File: src/rtl/bat_pkg.sv
// shared types for the bump allocator and its block-table cells
package bat_pkg;

  // command codes carried in a request beat
  typedef enum logic {
    CMD_ALLOC = 1'b0,
    CMD_FREE  = 1'b1
  } bat_cmd_t;

  // controls broadcast to every table cell
  typedef struct packed {
    logic start;  // load the search token at the head of the chain
    logic step;   // move the search token one cell down
    logic shift;  // close the gap left by a freed entry
    logic wr;     // write a new entry into the selected cell
  } bat_cell_ctl_t;

endpackage

File: src/rtl/bat_req_if.sv
// request channel: command beat into the allocator
interface bat_req_if #(
  parameter int SW = 9,
  parameter int OW = 8
);
  logic          valid;
  logic          ready;
  logic          command;
  logic [SW-1:0] alloc_size;
  logic [OW-1:0] free_offset;

  modport source (output valid, command, alloc_size, free_offset, input ready);
  modport sink   (input valid, command, alloc_size, free_offset, output ready);
endinterface

File: src/rtl/bat_rsp_if.sv
// response channel: result beat out of the allocator
interface bat_rsp_if #(
  parameter int SW = 9,
  parameter int OW = 8,
  parameter int CW = 5
);
  logic          valid;
  logic          ready;
  logic          ok;
  logic [OW-1:0] block_offset;
  logic [SW-1:0] freed_size;
  logic [CW-1:0] live_blocks;
  logic [SW-1:0] bytes_left;

  modport source (output valid, ok, block_offset, freed_size, live_blocks, bytes_left,
                  input ready);
  modport sink   (input valid, ok, block_offset, freed_size, live_blocks, bytes_left,
                  output ready);
endinterface

File: src/rtl/bat_cell.sv
// one block-table cell: holds one entry and a slot of the search token chain
module bat_cell #(
  parameter int SW = 9,
  parameter int OW = 8
) (
  input  logic                  clk,
  input  logic                  rst_n,
  input  bat_pkg::bat_cell_ctl_t ctl,
  input  logic                  sel,
  input  logic                  live,
  input  logic [OW-1:0]         key,
  input  logic [SW-1:0]         wr_size,
  input  logic [OW-1:0]         wr_off,
  input  logic [SW-1:0]         nb_size,
  input  logic [OW-1:0]         nb_off,
  input  logic                  tok_in,
  output logic [SW-1:0]         size_o,
  output logic [OW-1:0]         off_o,
  output logic                  tok_o,
  output logic                  hit_o
);

  logic [SW-1:0] size_r;
  logic [OW-1:0] off_r;
  logic          tok_r;
  logic          past_r;

  // entry payload, no reset
  always_ff @(posedge clk) begin
    if (ctl.wr && sel) begin
      size_r <= wr_size;
      off_r  <= wr_off;
    end else if (ctl.shift && !past_r) begin
      size_r <= nb_size;
      off_r  <= nb_off;
    end
  end

  // token marks the cell under test, past marks cells already tested
  always_ff @(posedge clk) begin
    if (!rst_n) begin
      tok_r  <= 1'b0;
      past_r <= 1'b0;
    end else if (ctl.start) begin
      tok_r  <= tok_in;
      past_r <= 1'b0;
    end else if (ctl.step) begin
      tok_r  <= tok_in;
      past_r <= past_r | tok_r;
    end
  end

  assign size_o = size_r;
  assign off_o  = off_r;
  assign tok_o  = tok_r;
  assign hit_o  = tok_r && live && (off_r == key);

endmodule

File: src/rtl/bump_allocator_with_block_table_core.sv
// top level of the bump allocator with its chain of block-table cells
//
// usage: requests enter on in_req (valid/ready), one beat per command, and
// each request yields exactly one response beat on out_rsp (valid/ready).
// an allocate hands out the current bump offset when the size fits, the
// table has room and the buffer is not exhausted; a free looks up the first
// live entry at the given offset, removes it and reports its size.
// an allocate passes from accept through the S_ALLOC state into the output
// register. a free loads the search token at the head of the cell chain and
// the token walks the chain one cell per cycle while the output register has
// room, until it hits the match or passes the live entries; removal closes
// the gap as the response is registered, every later cell copying its neighbor.
// one request is in flight at a time: the next request is taken no earlier
// than the edge where the previous response can first be taken. in_req.ready
// is high while idle, even while a finished response still sits in the
// output register.
// when out_rsp is stalled the block holds its work on the pending request
// and commits nothing until the output register has room.
// reset (rst_n low, synchronous) empties the table, restores the full
// buffer and drops any pending response; the cells need no clearing pass.
module bump_allocator_with_block_table_core #(
  parameter int BUFFER_BYTES  = 256,
  parameter int TABLE_ENTRIES = 16
) (
  input  logic  clk,
  input  logic  rst_n,
  bat_req_if.sink   in_req,
  bat_rsp_if.source out_rsp
);

  localparam int SW = $clog2(BUFFER_BYTES + 1);   // size and byte count width
  localparam int OW = $clog2(BUFFER_BYTES);       // offset width
  localparam int CW = $clog2(TABLE_ENTRIES + 1);  // live count width
  localparam int N  = TABLE_ENTRIES;

  // controller states, one-hot
  typedef enum logic [2:0] {
    S_IDLE  = 3'b001,
    S_ALLOC = 3'b010,
    S_SCAN  = 3'b100
  } state_t;

  state_t        state_r, state_nxt;
  logic [SW-1:0] remain_r, remain_nxt;
  logic [CW-1:0] count_r, count_nxt;
  logic [SW-1:0] size_r;
  logic [OW-1:0] key_r;

  // output register
  logic          ovld_r, ovld_nxt;
  logic          ook_r, ook_nxt;
  logic [OW-1:0] ooff_r, ooff_nxt;
  logic [SW-1:0] ofree_r, ofree_nxt;
  logic [CW-1:0] olive_r, olive_nxt;
  logic [SW-1:0] oleft_r, oleft_nxt;

  // cell chain wiring
  bat_pkg::bat_cell_ctl_t ctl;
  logic [N-1:0]          sel, live, tok, hit, tok_in;
  logic [SW-1:0]         csize [N];
  logic [OW-1:0]         coff  [N];
  logic [SW-1:0]         nsize [N];
  logic [OW-1:0]         noff  [N];

  logic          accept;
  logic          adv;        // output register can take a beat this cycle
  logic          hit_any;
  logic          miss;
  logic [SW-1:0] hit_size;
  logic [OW-1:0] bump;
  logic          alloc_ok;

  assign in_req.ready = (state_r == S_IDLE);
  assign accept       = in_req.valid && in_req.ready;
  assign adv          = !ovld_r || out_rsp.ready;

  // bump offset, meaningful only while bytes remain
  assign bump = OW'(SW'(BUFFER_BYTES) - remain_r);

  assign alloc_ok = (size_r <= remain_r) && (count_r < CW'(N)) && (remain_r != '0);

  // cell chain
  for (genvar i = 0; i < N; i++) begin : g_cell
    assign sel[i]  = (count_r == CW'(i));
    assign live[i] = (CW'(i) < count_r);

    if (i == 0) begin : g_head
      assign tok_in[i] = ctl.start;
    end else begin : g_link
      assign tok_in[i] = tok[i-1] && !ctl.start;
    end

    // last cell has no right neighbor; its value is beyond the live count
    if (i == N - 1) begin : g_tail
      assign nsize[i] = csize[i];
      assign noff[i]  = coff[i];
    end else begin : g_mid
      assign nsize[i] = csize[i+1];
      assign noff[i]  = coff[i+1];
    end

    bat_cell #(
      .SW (SW),
      .OW (OW)
    ) u_cell (
      .clk     (clk),
      .rst_n   (rst_n),
      .ctl     (ctl),
      .sel     (sel[i]),
      .live    (live[i]),
      .key     (key_r),
      .wr_size (size_r),
      .wr_off  (bump),
      .nb_size (nsize[i]),
      .nb_off  (noff[i]),
      .tok_in  (tok_in[i]),
      .size_o  (csize[i]),
      .off_o   (coff[i]),
      .tok_o   (tok[i]),
      .hit_o   (hit[i])
    );
  end

  // only one cell holds the token, so an or-reduce picks the hit entry size
  always_comb begin
    hit_size = '0;
    for (int i = 0; i < N; i++) begin
      if (hit[i]) begin
        hit_size = hit_size | csize[i];
      end
    end
  end

  assign hit_any = |hit;
  // token ran past the live entries or fell off the end of the chain
  assign miss    = !hit_any && ((tok == '0) || ((tok & ~live) != '0));

  // cell controls
  always_comb begin
    ctl.start = accept && (in_req.command == bat_pkg::CMD_FREE);
    ctl.step  = (state_r == S_SCAN) && adv && !hit_any && !miss;
    ctl.shift = (state_r == S_SCAN) && adv && hit_any;
    ctl.wr    = (state_r == S_ALLOC) && adv && alloc_ok;
  end

  // controller and response
  always_comb begin
    state_nxt  = state_r;
    remain_nxt = remain_r;
    count_nxt  = count_r;
    ovld_nxt   = ovld_r && !out_rsp.ready;
    ook_nxt    = ook_r;
    ooff_nxt   = ooff_r;
    ofree_nxt  = ofree_r;
    olive_nxt  = olive_r;
    oleft_nxt  = oleft_r;
    case (state_r)
      S_IDLE: begin
        if (accept) begin
          state_nxt = (in_req.command == bat_pkg::CMD_FREE) ? S_SCAN : S_ALLOC;
        end
      end
      S_ALLOC: begin
        if (adv) begin
          if (alloc_ok) begin
            remain_nxt = remain_r - size_r;
            count_nxt  = count_r + CW'(1);
          end
          ovld_nxt  = 1'b1;
          ook_nxt   = alloc_ok;
          ooff_nxt  = alloc_ok ? bump : '0;
          ofree_nxt = '0;
          olive_nxt = alloc_ok ? count_r + CW'(1) : count_r;
          oleft_nxt = alloc_ok ? remain_r - size_r : remain_r;
          state_nxt = S_IDLE;
        end
      end
      S_SCAN: begin
        if (adv && (hit_any || miss)) begin
          if (hit_any) begin
            count_nxt = count_r - CW'(1);
          end
          ovld_nxt  = 1'b1;
          ook_nxt   = hit_any;
          ooff_nxt  = '0;
          ofree_nxt = hit_any ? hit_size : '0;
          olive_nxt = hit_any ? count_r - CW'(1) : count_r;
          oleft_nxt = remain_r;
          state_nxt = S_IDLE;
        end
      end
      default: begin
        state_nxt = S_IDLE;
      end
    endcase
  end

  always_ff @(posedge clk) begin
    if (!rst_n) begin
      state_r  <= S_IDLE;
      remain_r <= SW'(BUFFER_BYTES);
      count_r  <= '0;
      ovld_r   <= 1'b0;
    end else begin
      state_r  <= state_nxt;
      remain_r <= remain_nxt;
      count_r  <= count_nxt;
      ovld_r   <= ovld_nxt;
    end
  end

  // request and response payload, no reset
  always_ff @(posedge clk) begin
    if (accept) begin
      size_r <= in_req.alloc_size;
      key_r  <= in_req.free_offset;
    end
    ook_r   <= ook_nxt;
    ooff_r  <= ooff_nxt;
    ofree_r <= ofree_nxt;
    olive_r <= olive_nxt;
    oleft_r <= oleft_nxt;
  end

  assign out_rsp.valid        = ovld_r;
  assign out_rsp.ok           = ook_r;
  assign out_rsp.block_offset = ooff_r;
  assign out_rsp.freed_size   = ofree_r;
  assign out_rsp.live_blocks  = olive_r;
  assign out_rsp.bytes_left   = oleft_r;

endmodule

File: src/flat_wrapper.sv
// flat-port wrapper written by rule: the top's interface ports become plain ports
module bump_allocator_with_block_table_core_flat 
#(
  parameter int BUFFER_BYTES  = 256,
  parameter int TABLE_ENTRIES = 16
)
  (clk, rst_n, in_req_valid, in_req_command, in_req_alloc_size, in_req_free_offset, in_req_ready, out_rsp_valid, out_rsp_ok, out_rsp_block_offset, out_rsp_freed_size, out_rsp_live_blocks, out_rsp_bytes_left, out_rsp_ready);
  bat_req_if #(.SW(9), .OW(8)) in_req_i ();
  bat_rsp_if #(.SW(9), .OW(8), .CW(5)) out_rsp_i ();
  input  logic clk;
  input  logic rst_n;
  input wire logic [$bits(in_req_i.valid)-1:0] in_req_valid;
  input wire logic [$bits(in_req_i.command)-1:0] in_req_command;
  input wire logic [$bits(in_req_i.alloc_size)-1:0] in_req_alloc_size;
  input wire logic [$bits(in_req_i.free_offset)-1:0] in_req_free_offset;
  output wire logic [$bits(in_req_i.ready)-1:0] in_req_ready;
  output wire logic [$bits(out_rsp_i.valid)-1:0] out_rsp_valid;
  output wire logic [$bits(out_rsp_i.ok)-1:0] out_rsp_ok;
  output wire logic [$bits(out_rsp_i.block_offset)-1:0] out_rsp_block_offset;
  output wire logic [$bits(out_rsp_i.freed_size)-1:0] out_rsp_freed_size;
  output wire logic [$bits(out_rsp_i.live_blocks)-1:0] out_rsp_live_blocks;
  output wire logic [$bits(out_rsp_i.bytes_left)-1:0] out_rsp_bytes_left;
  input wire logic [$bits(out_rsp_i.ready)-1:0] out_rsp_ready;
  assign in_req_i.valid = in_req_valid;
  assign in_req_i.command = in_req_command;
  assign in_req_i.alloc_size = in_req_alloc_size;
  assign in_req_i.free_offset = in_req_free_offset;
  assign in_req_ready = in_req_i.ready;
  assign out_rsp_valid = out_rsp_i.valid;
  assign out_rsp_ok = out_rsp_i.ok;
  assign out_rsp_block_offset = out_rsp_i.block_offset;
  assign out_rsp_freed_size = out_rsp_i.freed_size;
  assign out_rsp_live_blocks = out_rsp_i.live_blocks;
  assign out_rsp_bytes_left = out_rsp_i.bytes_left;
  assign out_rsp_i.ready = out_rsp_ready;
  bump_allocator_with_block_table_core #(.BUFFER_BYTES(BUFFER_BYTES), .TABLE_ENTRIES(TABLE_ENTRIES)) u_core (.clk(clk), .rst_n(rst_n), .in_req(in_req_i), .out_rsp(out_rsp_i));
endmodule
File: config.mk
export PLATFORM = sky130hd
export DESIGN_NAME = bump_allocator_with_block_table_core_flat
export DESIGN_NICKNAME = d
export VERILOG_FILES = /design/src/rtl/bat_pkg.sv /design/src/rtl/bat_req_if.sv /design/src/rtl/bat_rsp_if.sv /design/src/rtl/bat_cell.sv /design/src/rtl/bump_allocator_with_block_table_core.sv /design/src/flat_wrapper.sv
export SDC_FILE = /design/constraint.sdc
export NUM_CORES = 1
export LEC_CHECK = 0
export BUFFER_PORTS_ARGS = -buffer_cell sky130_fd_sc_hd__buf_4
export CORE_ASPECT_RATIO = 1.25
export CORE_UTILIZATION = 60
export CTS_BUF_LIST = sky130_fd_sc_hd__clkbuf_16
export DETAILED_ROUTE_END_ITERATION = 10
export GPL_TIMING_DRIVEN = 0
export PLACE_DENSITY = 0.77
export RECOVER_POWER = 50
export SETUP_SLACK_MARGIN = 0.4
export SLEW_MARGIN = 5
export SYNTH_ARGS = -nofsm -noshare
export SYNTH_HDL_FRONTEND = slang
export SYNTH_SLANG_ARGS = --single-unit
File: constraint.sdc
create_clock -name clk -period 4.84 [get_ports clk]
set_input_delay 0.484 -clock clk [delete_from_list [all_inputs] [get_ports clk]]
set_output_delay 0.484 -clock clk [all_outputs]
set_load 0.05 [all_outputs]
==> results of run 1 <==
[sequential cells by signal, indices dropped and copies added (netlist names), 9 cells and up]
signal / count
u_core.g_cell.u_cell.size_o: 144
u_core.g_cell.u_cell.off_o: 128
u_core.g_cell.u_cell.tok_o: 16
u_core.g_cell.u_cell.past_r: 15
u_core.out_rsp.bytes_left: 9
u_core.out_rsp.freed_size: 9
u_core.remain_r: 9
u_core.size_r: 9
[cell usage in the layout (no fill, tap or decap), drive strengths merged, types with 20 or more instances in the layout]
cell type and n:
a21oi 36, a221oi 26, a22o 20, buf 72, clkbuf 166, dfxtp 49, edfxtp 321, inv 35
mux2 96, nand2 230, nand3 26, nand4 33, nor2 69, o21ai 185, xnor2 128
[metal layers]
metal  share of wire  global-route usage  vias up
li1                -                   -     5940
met1            0.33               0.463     6812
met2            0.47               0.656      985
met3            0.10               0.105      331
met4           0.097               0.340        2
met5         0.00028                   0        -
[metrics by stage]
stage / worst slack, ns / hold WS (ns)
3_3_place_gp: -1.92 / 0.434
5_1_grt: 0.216 / 0.116
6_report: 0.244 / 0.127
2_1_floorplan: 0.697 / 0.406
3_5_place_dp: -0.230 / 0.433
4_1_cts: 0.393 / 0.106
[final cells by class]
cell class	count	share of cell area
Antenna cell	1	0.000120
Buffer	100	0.0269
Clock buffer	41	0.0493
Clock inverter	24	0.00830
Inverter	25	0.00451
Multi-Input combinational cell	1037	0.341
Sequential cell	370	0.511
Tap cell	396	0.0238
Timing Repair Buffer	97	0.0350
[power breakdown]
group	leakage [uW]	total (uW)	internal, uW	switching, uW
clock network	0.000629	2920	1670	1240
logic	0.00333	314	105	208
registers	0.00333	3460	3440	19.8
[how the worst max path moves through the flow]
| stage | end | slack (ns) | depth (start not counted) |
|---|---|---|---|
| after floorplan | u_core.g_cell[13].u_cell.off_o[0] | 0.70 | 13 |
| after global placement | u_core.g_cell[8].u_cell.size_o[8] | -1.92 | 8 |
| after detailed placement | u_core.g_cell[7].u_cell.off_o[4] | -0.23 | 14 |
| after CTS | u_core.g_cell[8].u_cell.size_o[6] | 0.39 | 10 |
| after global routing | u_core.g_cell[7].u_cell.size_o[3] | 0.22 | 14 |
| final | u_core.g_cell[7].u_cell.off_o[7] | 0.24 | 14 |
[timing repair]
item	CTS	global route
buffers inserted	10	13
resized for setup	13	14
endpoints found under the setup margin	425	211
pin swaps	6	6
[cells by family (layout without fill, tap and decap cells)]
family	count (synthesis)	count (layout)	synth area share
AO/OA/AOI/OAI	343	343	0.120
XOR/XNOR	143	143	0.0692
other	0	1	0
AND/OR/NAND/NOR	421	421	0.111
multiplexers	114	114	0.0693
adder cells (fa/ha/maj)	16	16	0.0114
buffers and inverters	125	287	0.0351
flip-flops	370	370	0.583
==> key figures, run 1 <==
Run status
  • Status: finished with violations
  • Failing checks: capacitance limit, slew limit

Timing
  • Hold violation count in the final report: 0
  • Fin crit period: 4.60 ns
  • Actual slew at the worst max-slew pin: 1.90 ns
  • Setup Viol. Count Final: 0
  • Max_slew headroom: -0.264
  • Final count of pins violating max slew: 32
  • RSZ-0062 raised after global routing: true
  • Tcrit/Tclk final: 0.950
  • Clock skew: 0.0229 ns
  • Total Neg Setup Slack: 0 ns
  • Fmax: 0.218 GHz

Detailed routing
  • Residual DRC: 0
  • DRT Wirelength: 61.7 mm
  • Avg Vias per Cell: 6.73
  • Initial drt markers: 1,649
  • Routed length per instance: 29.5 um
  • DRT antenna net count: 0
  • Total number of vias: 14,100
  • Pre-antenna DRT Iters: 5

Min path
  • Worst min-delay path class: input port to register
  • Hold wc startpoint: in_req_free_offset[5]
  • Min-Delay Endpoint: u_core.key_r[5]
  • Hold path depth: 1

Job
  • Maxcap violations: 2

Yosys
  • Top-area cell type share of the netlist area: 0.530
  • Synth Cell Area: 18,200 um2
  • Post-synthesis cell type count: just over 70
  • Top-count cell post-synth: edfxtp_1
  • Cell count after synthesis: roughly 1,500
  • Async set-reset flop share out of synthesis: 0
  • Seq cells post-synth: 370
  • Top post-synthesis cells by count: edfxtp_1 (321), nand2_1 (228), o21ai_0 (182)
  • Synth top area cells: edfxtp_1 (53%), xnor2_1 (6.1%), mux2_2 (5.9%), dfxtp_1 (5.4%), o21ai_0 (5.0%)
  • Ys flop type: edfxtp_1
  • Synthesized area per cell: between 10 and 15 um2
  • Yosys warning total: 0
  • Post-synth top area cell: edfxtp_1
  • Post-Syn Nets: 1,570
  • Number of synthesized flops with an enable pin: between 300 and 400
  • Sequential-to-total area share from yosys stat: 0.583

Finish
  • FF/Latch Area: 10,600 um2
  • Fin area: just over 20,000 um2
  • Fraction of layout cells with a size suffix above 1: 0.171
  • Final net count: ~1,700
  • Util after Layout: 0.705
  • Area grow syn2layout: 14.2%
  • Layout Cells excl Fill: 2,091
  • Area of the multi-input gates: about 7000 um2
  • Fillers: between 2,000 and 2,500

Clocking
  • CTS clock-pin slew for the worst setup and hold paths: 0.06 ns
  • CTS tree: done
  • H-tree Lvls: 2
  • Clk Latency, worst-skew pair: 0.56 ns
  • # clock sinks: between 300 and 400
  • Cts hold-fix bufs: 0
  • CTS Root Buffer Type: clkbuf_16
  • CTS buffer count: 38
  • Clock Tree Buf Depth: 3

GRT
  • Largest net degree at the start of global routing: 23
  • Initial antenna violation count: 2
  • Vias in the first global route: 14,000
  • Gr ovfl total: 0
  • Total GRT Usage: 0.411
  • First-pass GRT wire length: 90.1 mm

Worst setup path
  • Worst Path Max Fanout: 11
  • Crit-path cells: buf_2 -> inv_1 -> clkbuf_1 -> ha_1 -> nor2b_1 -> o31a_1 -> o211a_1 -> o21ai_0 -> a221oi_1 -> buf_2 -> nand2_1 -> nor2_4 -> clkbuf_1 -> mux2_2
  • Crit Path Category: register to register
  • Slowest library cell on the worst path: clkbuf_1
  • Slowest stage delay, CP: 0.75 ns
  • Crit path DAT: 4.90 ns
  • Critical Path End Type: register
  • RR Endpoint: u_core.g_cell[7].u_cell.off_o[7]
  • CP required: 5.14 ns
  • Worst setup SP type: register
  • Top delay family on crit path: buffers and inverters
  • Worst reg2reg startpoint: u_core.remain_r[0]
  • Reg2reg setup slack: 0.24 ns
  • Buf/Inv on CP: 5
  • Critical path launch point: u_core.remain_r[0]
  • R2R depth: 14

Floorplan
  • Starting Density: 0.617
  • Die area: 31,000 um2
  • Count of boundary I/O pins: 56
  • Die Height: 197 um
  • Die span in x: 158 um
  • # rows: 70
  • Core box area: 29,500 um2

Power
  • P_leak: 0.00729 uW
  • Pwr Total: between 6000 and 7000 uW
  • VDD IR-drop max: 0.000283 V
  • Power density over the cells: 322 nW/um2

Place
  • GPL Wtd Cong: 1.02
  • Dpl cells: 2,002
  • DP HPWL: 44.8 mm
  • Port buffer count: 55
  • Placement Cell Area: 19,600 um2
(Power assumes the default switching activity.)
==> run 2: changes to the inputs <==
--- a/config.mk
+++ b/config.mk
@@ -6,12 +6,14 @@
 export NUM_CORES = 1
 export LEC_CHECK = 0
 export BUFFER_PORTS_ARGS = -buffer_cell sky130_fd_sc_hd__buf_4
+export CELL_PAD_IN_SITES_DETAIL_PLACEMENT = 2
+export CELL_PAD_IN_SITES_GLOBAL_PLACEMENT = 2
 export CORE_ASPECT_RATIO = 1.25
-export CORE_UTILIZATION = 60
+export CORE_UTILIZATION = 43
 export CTS_BUF_LIST = sky130_fd_sc_hd__clkbuf_16
 export DETAILED_ROUTE_END_ITERATION = 10
 export GPL_TIMING_DRIVEN = 0
-export PLACE_DENSITY = 0.77
+export PLACE_DENSITY_LB_ADDON = 0.1
 export RECOVER_POWER = 50
 export SETUP_SLACK_MARGIN = 0.4
 export SLEW_MARGIN = 5
==> key figures, run 2 (synthesized netlist as in run 1, its figures left out) <==
Clocking
  • CTS clock-pin slew for the worst setup and hold paths: 0.07 ns (about the same)
  • # clock sinks: 370 (unchanged)
  • CTS Root Buffer Type: clkbuf_16
  • Clk Latency, worst-skew pair: 0.56 ns (about the same)
  • Clock Tree Buf Depth: 3 (unchanged)
  • H-tree Lvls: 2 (unchanged)
  • CTS buffer count: 41 (+7.9%)
  • CTS tree: done

Worst setup path
  • Critical Path End Type: register
  • Slowest library cell on the worst path: clkbuf_1
  • Crit path DAT: 4.79 ns (-0.11 ns)
  • Crit Path Category: register to register
  • Crit-path cells: buf_2 -> nor2_1 -> o21a_1 -> nor4_4 -> buf_4 -> nor4_1 -> nand2_2 -> o21ai_0 -> clkbuf_1 -> a31oi_1
  • Worst Path Max Fanout: 10 (-1)
  • CP required: 5.07 ns (-0.07 ns)
  • Worst setup SP type: register
  • Slowest stage delay, CP: 0.86 ns (+0.11 ns)

Place
  • GPL Wtd Cong: 0.895 (-12%)
  • DP HPWL: 54.3 mm (+21%)
  • Port buffer count: 55 (unchanged)

GRT
  • First-pass GRT wire length: 106 mm (+18%)
  • Total GRT Usage: 0.347 (-0.0644)
  • Largest net degree at the start of global routing: 25 (+8.7%)
  • Vias in the first global route: 15,500 (+10%)
  • Gr ovfl total: 0 (unchanged)
  • Initial antenna violation count: 0 (-2)

Finish
  • Most frequent cells in the layout: edfxtp_1 (321), nand2_1 (228), o21ai_0 (174), xnor2_1 (127), clkbuf_1 (97)
  • Area grow syn2layout: 15.8%
  • # diodes: 0 (-1)
  • Largest register FFs: 144 (unchanged)
  • Fraction of layout cells with a size suffix above 1: 0.176 (+0.00545)
  • Leading cell type in the layout, fill and taps excluded: edfxtp_1
  • Final net count: 1,715 (+0.47%)

Timing
  • Actual slew at the worst max-slew pin: 2.08 ns (+0.188 ns)
  • Hold violation count in the final report: 0 (unchanged)
  • Fmax: 0.219 GHz (+0.78%)
  • Total Neg Setup Slack: 0 ns (unchanged)
  • Final count of pins violating max slew: 21 (-34%)
  • Setup Viol. Count Final: 0 (unchanged)
  • Tcrit/Tclk final: 0.942 (-0.00731)
  • RSZ-0062 raised after global routing: false
  • Max_slew headroom: -0.391 (-0.126)
  • Fin crit period: 4.56 ns (-0.0354 ns)
  • Clock skew: 0.0217 ns (-0.00113 ns)

Power
  • Switching share of power: 0.230 (+0.00965)
  • Power density over the cells: 327 nW/um2 (+1.5%)
  • Logic gate share of total power: 0.049 (+0.002)
  • Power share of the clock group: 0.448 (+0.012)
  • Flop pwr share: 0.503 (-0.014)
  • VDD IR-drop max: 0.000251 V (-11%)
  • Int Pwr: 5310 uW (+1.6%)
  • P_sw: 1580 uW (+7.4%)
  • P_leak: 0.00733 uW (+0.57%)
  • Pwr Total: 6890 uW (+2.9%)

Detailed routing
  • DRT antenna net count: 0 (unchanged)
  • Initial drt markers: 1,220 (-26%)
  • Routed length per instance: 32.6 um (+10%)
  • Met2 routed WL: 37.5 mm (+30%)
  • Met3 wire length: 3.55 mm (-44%)
  • Avg Vias per Cell: 6.29 (-6.5%)
  • Metal-1 WL: 27.2 mm (+33%)
  • Residual DRC: 0 (unchanged)
  • Total number of vias: 14,200 (+0.87%)
  • Pre-antenna DRT Iters: 5 (unchanged)
  • DRT Wirelength: 73.5 mm (+19%)
  • DR top layer: met4

Floorplan
  • # rows: 83 (+19%)
  • Die Height: 232 um (+18%)
  • Starting Density: 0.439 (-0.177)
  • Die span in x: 186 um (+18%)
  • Count of boundary I/O pins: 56 (unchanged)
  • Die area: 43,200 um2 (+39%)
  • Core box area: 41,400 um2 (+40%)

Run status
  • Failing checks: capacitance limit, slew limit
  • Status: finished with violations

Job
  • Maxcap violations: 1 (-1)

Min path
  • Worst min-delay path class: input port to register
-- run 2: cell count changes in the layout (fill, tap and decap cells not counted), sizes merged --
| cell | delta |
|---|---|
| clkbuf | +4 |
| buf | +2 |
| inv | +2 |
| clkinv | +1 |
| diode | -1 |
| o21bai | +1 |
-- run 2: cell type report --
| class | instances | area, um2 |
|---|---|---|
| repair buffers | 101 | 734 |
| flip-flops and latches | 370 | 10600 |
| well taps | 552 | 691 |
| plain buffers | 100 | 576 |
| multi-input cells | 1038 | 7100 |
| fillers | 4120 | 20400 |
| clock buffers | 43 | 1080 |
| clock inverters | 27 | 191 |
| inverters | 25 | 93.8 |
-- run 2: per-layer routing --
layer	global-route usage	up-vias
met5	0	-
met4	0.210	0
met3	0.0422	209
met2	0.609	566
met1	0.401	7463
li1	-	5954
-- run 2: path summary, 6_finish.rpt --
path	start	to	slack, ns	cells after the start
setup reg to reg	u_core.count_r[0]	u_core.out_rsp.freed_size[0]	0.28	10
hold reg to reg	u_core.remain_r[0]	u_core.g_cell[15].u_cell.off_o[0]	0.43	0
setup / recovery	u_core.count_r[0]	u_core.out_rsp.freed_size[0]	0.28	10
hold / removal	in_req_free_offset[3]	u_core.key_r[3]	0.12	1
-- run 2: worst max-delay path, delay by kind of cell (launching register included) --
family,cells,cell delay (ns)
AO/OA/AOI/OAI,3,1.32
flip-flops,1,0.33
AND/OR/NAND/NOR,4,1.31
buffers and inverters,3,1.22
-- run 2: timing repair --
item / CTS / global route
buffers inserted: 23 / 3
pin swaps: 9 / 2
hold buffers: 0 / 0
cloned: 0 / 1
resized for setup: 16 / 25
endpoints found under the setup margin: 551 / 270
-- run 2: power groups by stage --
stage | clock network, uW | registers, uW | logic [uW]
final | 3080 | 3460 | 340
after global routing | 3210 | 3460 | 356
after CTS | 3120 | 3460 | 341
after detailed placement | 0 | 3540 | 327
after global placement | 0 | 3530 | 310
after floorplan | 0 | 3530 | 191
-- run 2: stage by stage --
| step | utilization | instance area (um2) | setup WS [ns] | std cells | hold WS, ns |
|---|---|---|---|---|---|
| 2_1_floorplan | - | 18200 | 0.697 | 1532 | 0.406 |
| 3_3_place_gp | 0.466 | 19300 | -2.21 | 2139 | 0.414 |
| 3_5_place_dp | 0.476 | 19700 | -0.517 | 2159 | 0.428 |
| 4_1_cts | 0.513 | 21200 | 0.411 | 2252 | 0.0765 |
| 5_1_grt | 0.509 | 21100 | 0.205 | 2256 | 0.116 |
| 6_report | 0.509 | 21100 | 0.279 | 2256 | 0.121 |
==> run 3: changes to the inputs <==
--- a/config.mk
+++ b/config.mk
@@ -6,7 +6,7 @@
 export NUM_CORES = 1
 export LEC_CHECK = 0
 export BUFFER_PORTS_ARGS = -buffer_cell sky130_fd_sc_hd__buf_4
-export CELL_PAD_IN_SITES_DETAIL_PLACEMENT = 2
+export CELL_PAD_IN_SITES_DETAIL_PLACEMENT = 0
 export CELL_PAD_IN_SITES_GLOBAL_PLACEMENT = 2
 export CORE_ASPECT_RATIO = 1.25
 export CORE_UTILIZATION = 43
==> key figures, run 3 (synthesized netlist as in run 1, its figures left out) <==
Clocking
  • Clock Tree Buf Depth: 3 (unchanged)
  • Clk Latency, worst-skew pair: 0.55 ns (about the same)
  • Cts hold-fix bufs: 0 (unchanged)
  • CTS tree: done
  • # clock sinks: 370 (unchanged)
  • CTS Root Buffer Type: clkbuf_16
  • CTS clock-pin slew for the worst setup and hold paths: 0.06 ns (about the same)
  • CTS buffer count: 41 (unchanged)
  • H-tree Lvls: 2 (unchanged)

Detailed routing
  • Residual DRC: 0 (unchanged)
  • Routed length per instance: 28.2 um (-13%)
  • DRT Wirelength: 63.7 mm (-13%)
  • DRT antenna net count: 0 (unchanged)
  • Pre-antenna DRT Iters: 6 (+1)
  • Avg Vias per Cell: 5.90 (-6.2%)
  • Initial drt markers: 1,050 (-14%)
  • Total number of vias: 13,300 (-6.1%)

Timing
  • Hold violation count in the final report: 0 (unchanged)
  • Fmax: 0.225 GHz (+2.5%)
  • Hold_ws: 0.127 ns (+0.00628 ns)
  • Max_slew headroom: -0.392 (-0.00197)
  • Total Neg Setup Slack: 0 ns (unchanged)
  • RSZ-0062 raised after global routing: false
  • Clock skew: 0.0164 ns (-0.00537 ns)
  • Setup Viol. Count Final: 0 (unchanged)
  • Actual slew at the worst max-slew pin: 2.09 ns (+0.00295 ns)
  • Tcrit/Tclk final: 0.920 (-0.0225)
  • Final count of pins violating max slew: 21 (unchanged)
  • Fin crit period: 4.45 ns (-0.109 ns)

Finish
  • # diodes: 0 (unchanged)
  • Area grow syn2layout: 15.4%
  • Largest register FFs: 144 (unchanged)
  • Final net count: 1,712 (-0.17%)
  • Fraction of layout cells with a size suffix above 1: 0.172 (-0.00431)
  • Most frequent cells in the layout: edfxtp_1 (321), nand2_1 (228), o21ai_0 (174), xnor2_1 (127), clkbuf_1 (99)
  • Leading cell type in the layout, fill and taps excluded: edfxtp_1

Floorplan
  • Die span in x: 186 um (unchanged)
  • Count of boundary I/O pins: 56 (unchanged)
  • Die area: 43,200 um2 (unchanged)
  • # rows: 83 (unchanged)
  • Starting Density: 0.439 (unchanged)
  • Core box area: 41,400 um2 (unchanged)
  • Die Height: 232 um (unchanged)

GRT
  • Initial antenna violation count: 0 (unchanged)
  • Gr ovfl total: 0 (unchanged)
  • Largest net degree at the start of global routing: 25 (unchanged)
  • First-pass GRT wire length: 91.9 mm (-14%)
  • Vias in the first global route: 13,300 (-14%)
  • Total GRT Usage: 0.301 (-0.0463)

Place
  • DP HPWL: 48.7 mm (-10%)
  • Port buffer count: 55 (unchanged)
  • GPL Wtd Cong: 0.895 (unchanged)

Worst setup path
  • Worst setup SP type: register
  • Setup crit end: u_core.g_cell[0].u_cell.off_o[3]
  • Crit path DAT: 4.71 ns (-0.08 ns)
  • Worst reg2reg startpoint: u_core.size_r[1]
  • RR Endpoint: u_core.g_cell[0].u_cell.off_o[3]
  • Crit Path Category: register to register
  • CP required: 5.10 ns (+0.03 ns)
  • Reg2reg setup slack: 0.39 ns (+0.11 ns)
  • Critical Path End Type: register
  • Slowest stage delay, CP: 0.59 ns (-0.27 ns)
  • Crit-path cells: inv_1 -> clkbuf_2 -> ha_1 -> nor2b_1 -> o31a_1 -> o211a_1 -> o21ai_0 -> a221oi_2 -> buf_4 -> buf_2 -> nand4_1 -> clkbuf_1 -> buf_4 -> clkbuf_1 -> o21ai_0
  • Worst Path Max Fanout: 10 (unchanged)
  • Slowest library cell on the worst path: edfxtp_1
  • R2R depth: 15 (+5)
  • Critical path launch point: u_core.size_r[1]

Min path
  • Worst min-delay path class: input port to register

Power
  • P_leak: 0.00730 uW (-0.45%)
  • Int Pwr: 5260 uW (-0.94%)
  • Switching share of power: 0.226 (-0.00337)
  • Power share of the clock group: 0.444 (-0.004)
  • P_sw: 1540 uW (-2.8%)
  • VDD IR-drop max: 0.000227 V (-9.6%)
  • Pwr Total: 6790 uW (-1.4%)
  • Logic gate share of total power: 0.046 (-0.003)
  • Flop pwr share: 0.510 (+0.007)
  • Power density over the cells: 323 nW/um2 (-1.0%)

Job
  • Maxcap violations: 1 (unchanged)

Run status
  • Failing checks: capacitance limit, slew limit
  • Status: finished with violations
-- run 3: cell type report --
type	instances	area [um2]
multi-input cells	1038	7070
plain buffers	100	554
well taps	552	691
flip-flops and latches	370	10600
clock buffers	43	1080
repair buffers	98	711
clock inverters	32	188
inverters	25	93.8
fillers	3785	20400
-- run 3: how the worst min path moves through the flow --
| stage | start | endpoint | slack (ns) | cells after the start |
|---|---|---|---|---|
| after floorplan | u_core.remain_r[0] | u_core.g_cell[15].u_cell.off_o[0] | 0.41 | 0 |
| after global placement | u_core.remain_r[0] | u_core.g_cell[15].u_cell.off_o[0] | 0.41 | 0 |
| after detailed placement | u_core.remain_r[0] | u_core.g_cell[15].u_cell.off_o[0] | 0.42 | 0 |
| after CTS | in_req_free_offset[3] | u_core.key_r[3] | 0.09 | 1 |
| after global routing | in_req_free_offset[0] | u_core.key_r[0] | 0.12 | 1 |
| final | in_req_free_offset[0] | u_core.key_r[0] | 0.13 | 1 |
-- run 3: power by group through the flow --
stage                     sequential (uW)  combinational (uW)  clock, uW
after floorplan                      3530                 191          0
after global placement               3530                 310          0
after detailed placement             3530                 315          0
final                                3460                 312       3010
after global routing                 3460                 336       3160
after CTS                            3470                 319       3060
-- run 3: stage by stage --
| step | cell area [um2] | setup WS [ns] | std cells | util |
|---|---|---|---|---|
| 2_1_floorplan | 18200 | 0.697 | 1532 | - |
| 3_3_place_gp | 19300 | -2.21 | 2139 | 0.466 |
| 3_5_place_dp | 19700 | -0.440 | 2159 | 0.476 |
| 4_1_cts | 21200 | 0.418 | 2250 | 0.511 |
| 5_1_grt | 21000 | 0.222 | 2258 | 0.507 |
| 6_report | 21000 | 0.388 | 2258 | 0.507 |
-- run 3: per-layer routing --
layer,part of all wire,track usage
met1,0.40,0.370
met5,0,0
met3,0.046,0.0311
met4,0.062,0.163
met2,0.50,0.515
-- run 3: worst max-delay path, delay by kind of cell (launching register included) --
kind,cells,cell delay [ns]
AND/OR/NAND/NOR,2,0.24
buffers and inverters,7,1.88
adder cells (fa/ha/maj),1,0.35
flip-flops,1,0.59
AO/OA/AOI/OAI,5,1.10
-- run 3: what timing repair did --
action,in CTS,in global routing
gates cloned,0,1
setup buffers,16,7
pin swaps,7,3
resized for setup,13,3
setup endpoints to repair,489,186
